--- config.mk ---
export PLATFORM = sky130hd
export DESIGN_NAME = bfgr_mac
export DESIGN_NICKNAME = d
export VERILOG_FILES = /design/src/hdl/bfgr_pkg.sv /design/src/hdl/bfgr_mac.sv
export SDC_FILE = /design/constraint.sdc
export NUM_CORES = 1
export LEC_CHECK = 0
export ABC_AREA = 1
export BUFFER_PORTS_ARGS = -buffer_cell sky130_fd_sc_hd__buf_2
export CAP_MARGIN = 20
export CORE_MARGIN = 8
export CORE_UTILIZATION = 55
export DETAILED_ROUTE_END_ITERATION = 6
export PLACE_DENSITY = 0.75
export SETUP_SLACK_MARGIN = 0.05
export SLEW_MARGIN = 5
export SYNTH_ARGS = -nofsm -noshare
export SYNTH_HDL_FRONTEND = slang
export SYNTH_SLANG_ARGS = --single-unit
--- constraint.sdc ---
create_clock -name vclk -period 18.5
set_input_delay 1.85 -clock vclk [all_inputs]
set_output_delay 1.85 -clock vclk [all_outputs]
set_load 0.02 [all_outputs]
--- src/hdl/bfgr_pkg.sv ---
package bfgr_pkg;

  // font store geometry
  localparam int STORE_DEPTH = 4096;
  localparam int STORE_AW    = 12;

  // configuration port
  localparam int CFG_IDX_W  = 3;
  localparam int CFG_DATA_W = 32;

  localparam logic [CFG_IDX_W-1:0] REG_FB_BASE      = 3'd0;
  localparam logic [CFG_IDX_W-1:0] REG_FB_PITCH     = 3'd1;
  localparam logic [CFG_IDX_W-1:0] REG_GLYPH_WIDTH  = 3'd2;
  localparam logic [CFG_IDX_W-1:0] REG_GLYPH_HEIGHT = 3'd3;
  localparam logic [CFG_IDX_W-1:0] REG_GLYPH_COUNT  = 3'd4;

  localparam logic [31:0] RST_FB_BASE      = 32'd0;
  localparam logic [15:0] RST_FB_PITCH     = 16'd4096;
  localparam logic [3:0]  RST_GLYPH_WIDTH  = 4'd8;
  localparam logic [4:0]  RST_GLYPH_HEIGHT = 5'd16;
  localparam logic [8:0]  RST_GLYPH_COUNT  = 9'd256;

  localparam logic [3:0] PIX_PER_LINE = 4'd8;

  localparam logic CMD_LOAD = 1'b0;
  localparam logic CMD_DRAW = 1'b1;

  typedef enum logic [2:0] {
    ST_IDLE,
    ST_GLYPH,
    ST_COL,
    ST_ROW,
    ST_LINE0,
    ST_EMIT
  } state_t;

  // operands of the shared multiply-add unit: a * b + c
  typedef struct packed {
    logic [15:0] a;
    logic [15:0] b;
    logic [31:0] c;
  } mac_op_t;

endpackage

--- src/hdl/bfgr_mac.sv ---
module bfgr_mac (
  input  bfgr_pkg::mac_op_t op,
  output logic [31:0]       res
);

  logic [31:0] prod;

  assign prod = {16'b0, op.a} * {16'b0, op.b};
  assign res  = prod + op.c;

endmodule

Word level (Yosys, flattened, before mapping):

Index checks and enable logic that the tools add are counted.

* add/subtract/negate cells: 1
* $mul: 1

Operator list (count)
* adder 32 bit: 1
* multiplier 16 x 16 -> 32 bit: 1

* register bits after elaboration: 0
* input bits: 64
* output and inout port bits: 32
* word-level logic and storage cells: 2

Depth between registers and ports, before layout:

* depth after elaboration: 2
* gate-level depth with buffers: 27

Worst setup path before layout:

Ideal clock, no wire load.

* kind: input to output
* from: input port op[55] in the netlist's numbering
* to: output port res[15]
* arrival: 6.772 ns
* data required time: 16.650 ns
* slack: 9.878 ns
* stages on the path: 22
* buffers on the path: 2
* cell sequence: clkbuf_1 clkbuf_1 nand2_1 fa_1 inv_1 fa_1 inv_1 fa_1 inv_1 fa_1 fa_1 inv_1 fa_1 inv_1 ha_1 nand2_1 inv_1 nand2_1 nand2_1 inv_1 nand3_2 xor2_1

* word-level cells in the longest chain between the ends: 2

RTL lines
* start: declaration: RTL line bfgr_mac.sv:2 `input bfgr_pkg::mac_op_t op,`
* multiplier 16 x 16 -> 32 bit: RTL line bfgr_mac.sv:8 `assign prod = {16'b0, op.a} * {16'b0, op.b};`
* adder 32 bit: RTL line bfgr_mac.sv:9 `assign res = prod + op.c;`
* end: declaration: RTL line bfgr_mac.sv:3 `output logic [31:0] res`

No other way between the ends.

Worst setup path in the final report:

* from: input port op[63] in the netlist's numbering
* to: output port res[31]

The elaborated chain is that of the path after synthesis.

==> results.json <==
{
  "fin_setup_tns_ps": 0,
  "critPathMaxFanout": 16,
  "hold_path.class": "input port to output pin",
  "synth_area_sq_um": 10400,
  "diodes": 0,
  "area_growth_pct": 5.11,
  "fmax_mhz": 112,
  "n_sequential_cell": 0,
  "holdBufCountCts": 0,
  "die_h_microns": 154,
  "detail-route-antenna-nets": 0,
  "seq_area_frac_synth": 0,
  "dieArea_sq_um": 23600,
  "path_cells": "buf_2 > nand2_1 > fa_1 > inv_1 > fa_1 > fa_1 > fa_1 > fa_1 > inv_1 > fa_1 > inv_1 > ha_1 > nand2_1 > nor2_1 > nand2_1 > nor2_1 > nand2_1 > nand2_1 > nand2_1 > nand2_1 > buf_2",
  "routedWlPerCell_microns": 14.7,
  "yosysTopAreaCell": "fa_1",
  "dieWidth_microns": 154,
  "endpoint": "res[31]",
  "synth_area_per_cell_sq_um": 6.96,
  "slowest_delay_ps": 630,
  "worstPathRequired_ps": 16650,
  "io_pins": 96,
  "antenna_found_initial": 0,
  "mappedNetlistNets": 1889,
  "grt_overflow_total": 0,
  "fin_crit_ps": 8920,
  "cp.arrival_ps": 7070,
  "yosysWarnings": 0,
  "synth_top_area_share": 0.431,
  "cp-start-kind": "input port",
  "core-area_sq_um": 18600,
  "maxSlewViolCount": 0,
  "drt_wl_total_microns": 26000,
  "post-route-period-util": 0.482,
  "routed_via_density": 4.89,
  "nClkBuffers": 0,
  "slowest_stage": "fa_1",
  "routabilityCongestion": 0.948,
  "critPathKind": "input port to output pin",
  "nFillCells": 1797,
  "place_hpwl_microns": 22900,
  "end_kind": "output pin",
  "drt_iter0_markers": 517,
  "worst_pin_slew_ps": 413,
  "outcome": "finished, final reports clean",
  "seqCellArea_sq_um": 0,
  "synth_commonest_cells": "534 x inv_1, 455 x nand2_1, 225 x fa_1",
  "hold_start": "op[0]",
  "grt_pass1_vias": 9030,
  "cts_setup_buffers": 0,
  "rsz0062_at_grt": "no",
  "remaining_drc_errors": 0,
  "grt_max_degree": 17,
  "grt.total_usage": 0.230,
  "synth_area_leaders": "fa_1 43%, inv_1 19%, nand2_1 16%",
  "yosys.cell_count.top_type": "inv_1",
  "crit_start": "op[63]",
  "port_buffers": 96,
  "critical-path-top-cell-by-count": "nand2_1",
  "vias": 8640,
  "grt_pass1_wl_microns": 44700,
  "drive_above_1_share": 0.0802,
  "synth_cell_type_count": 19,
  "cts-resized-gates": 0,
  "syn_inst": 1501,
  "start_util": 0.560,
  "drv_cap": 0,
  "final-hold-violation-count": 0,
  "maxSlewHeadroom": 0.725,
  "rows": 50,
  "dr.pass1.iters": 5,
  "nNetsFinal": 1923,
  "setup_violations": 0
}
==> layout by cell type, fill, tap and decap left out, types with 3 or more instances in the layout <==
cell type,Yosys,layout
a21oi_1,16,16
buf_2,0,96
fa_1,225,225
ha_1,99,99
inv_1,534,534
nand2_1,455,455
nand2_2,7,7
nand3_1,30,30
nand3_2,9,9
nand4_1,5,5
nor2_1,27,27
nor2_2,6,6
nor2_4,4,4
xnor2_1,3,3
xor2_1,12,12
==> cell families after synthesis <==
logic type,after synthesis,share of synthesized area
buffers and inverters,598,0.215
AOI/OAI and AO/OA,20,0.0103
adders and majority gates,324,0.550
and+or+nand+nor,544,0.212
xor gates and xnor gates,15,0.0126
==> final cells by class <==
cell class,instances,area (sq um),area share
multi-input combinational,903,8200,0.747
inverter,534,2000,0.183
timing repair buffer,96,480,0.0438
tap,234,293,0.0267
==> routing by layer <==
metal	wire, microns	up-vias	GRT usage
met5	0	-	0
met4	474	0	0.0415
met3	1970	42	0.0359
met2	12500	298	0.384
met1	11100	4150	0.313
li1	-	4150	-
==> worst min path at each step <==
stage          endpoint  slack, ps  cells past startpoint
4_1_cts          res[0]       4080                      3
2_1_floorplan    res[0]       3910                      1
3_3_place_gp     res[0]       4040                      3
3_5_place_dp     res[0]       4080                      3
5_1_grt          res[0]       4100                      3
6_report         res[0]       4070                      3
==> worst max-delay path: cells and delay by family <==
family                     cells  cell delay, ps
adders and majority gates      7            3490
buffers and inverters          5             610
and+or+nand+nor                9            1120
==> per-stage QoR <==
| stage | hold WS, ps | cells | utilization | cell area [sq um] | worst slack, ps |
|---|---|---|---|---|---|
| global placement | 4040 | 1767 | 0.589 | 11000 | 9540 |
| finish | 4070 | 1767 | 0.589 | 11000 | 9580 |
| global route | 4100 | 1767 | 0.589 | 11000 | 9260 |
| CTS | 4080 | 1767 | 0.589 | 11000 | 9530 |
| floorplan | 3910 | 1501 | - | 10400 | 9880 |
| detailed placement | 4080 | 1767 | 0.589 | 11000 | 9550 |
Power is not shown: default switching activity piles up to over one toggle a cycle in this logic, so the estimate is an artifact.
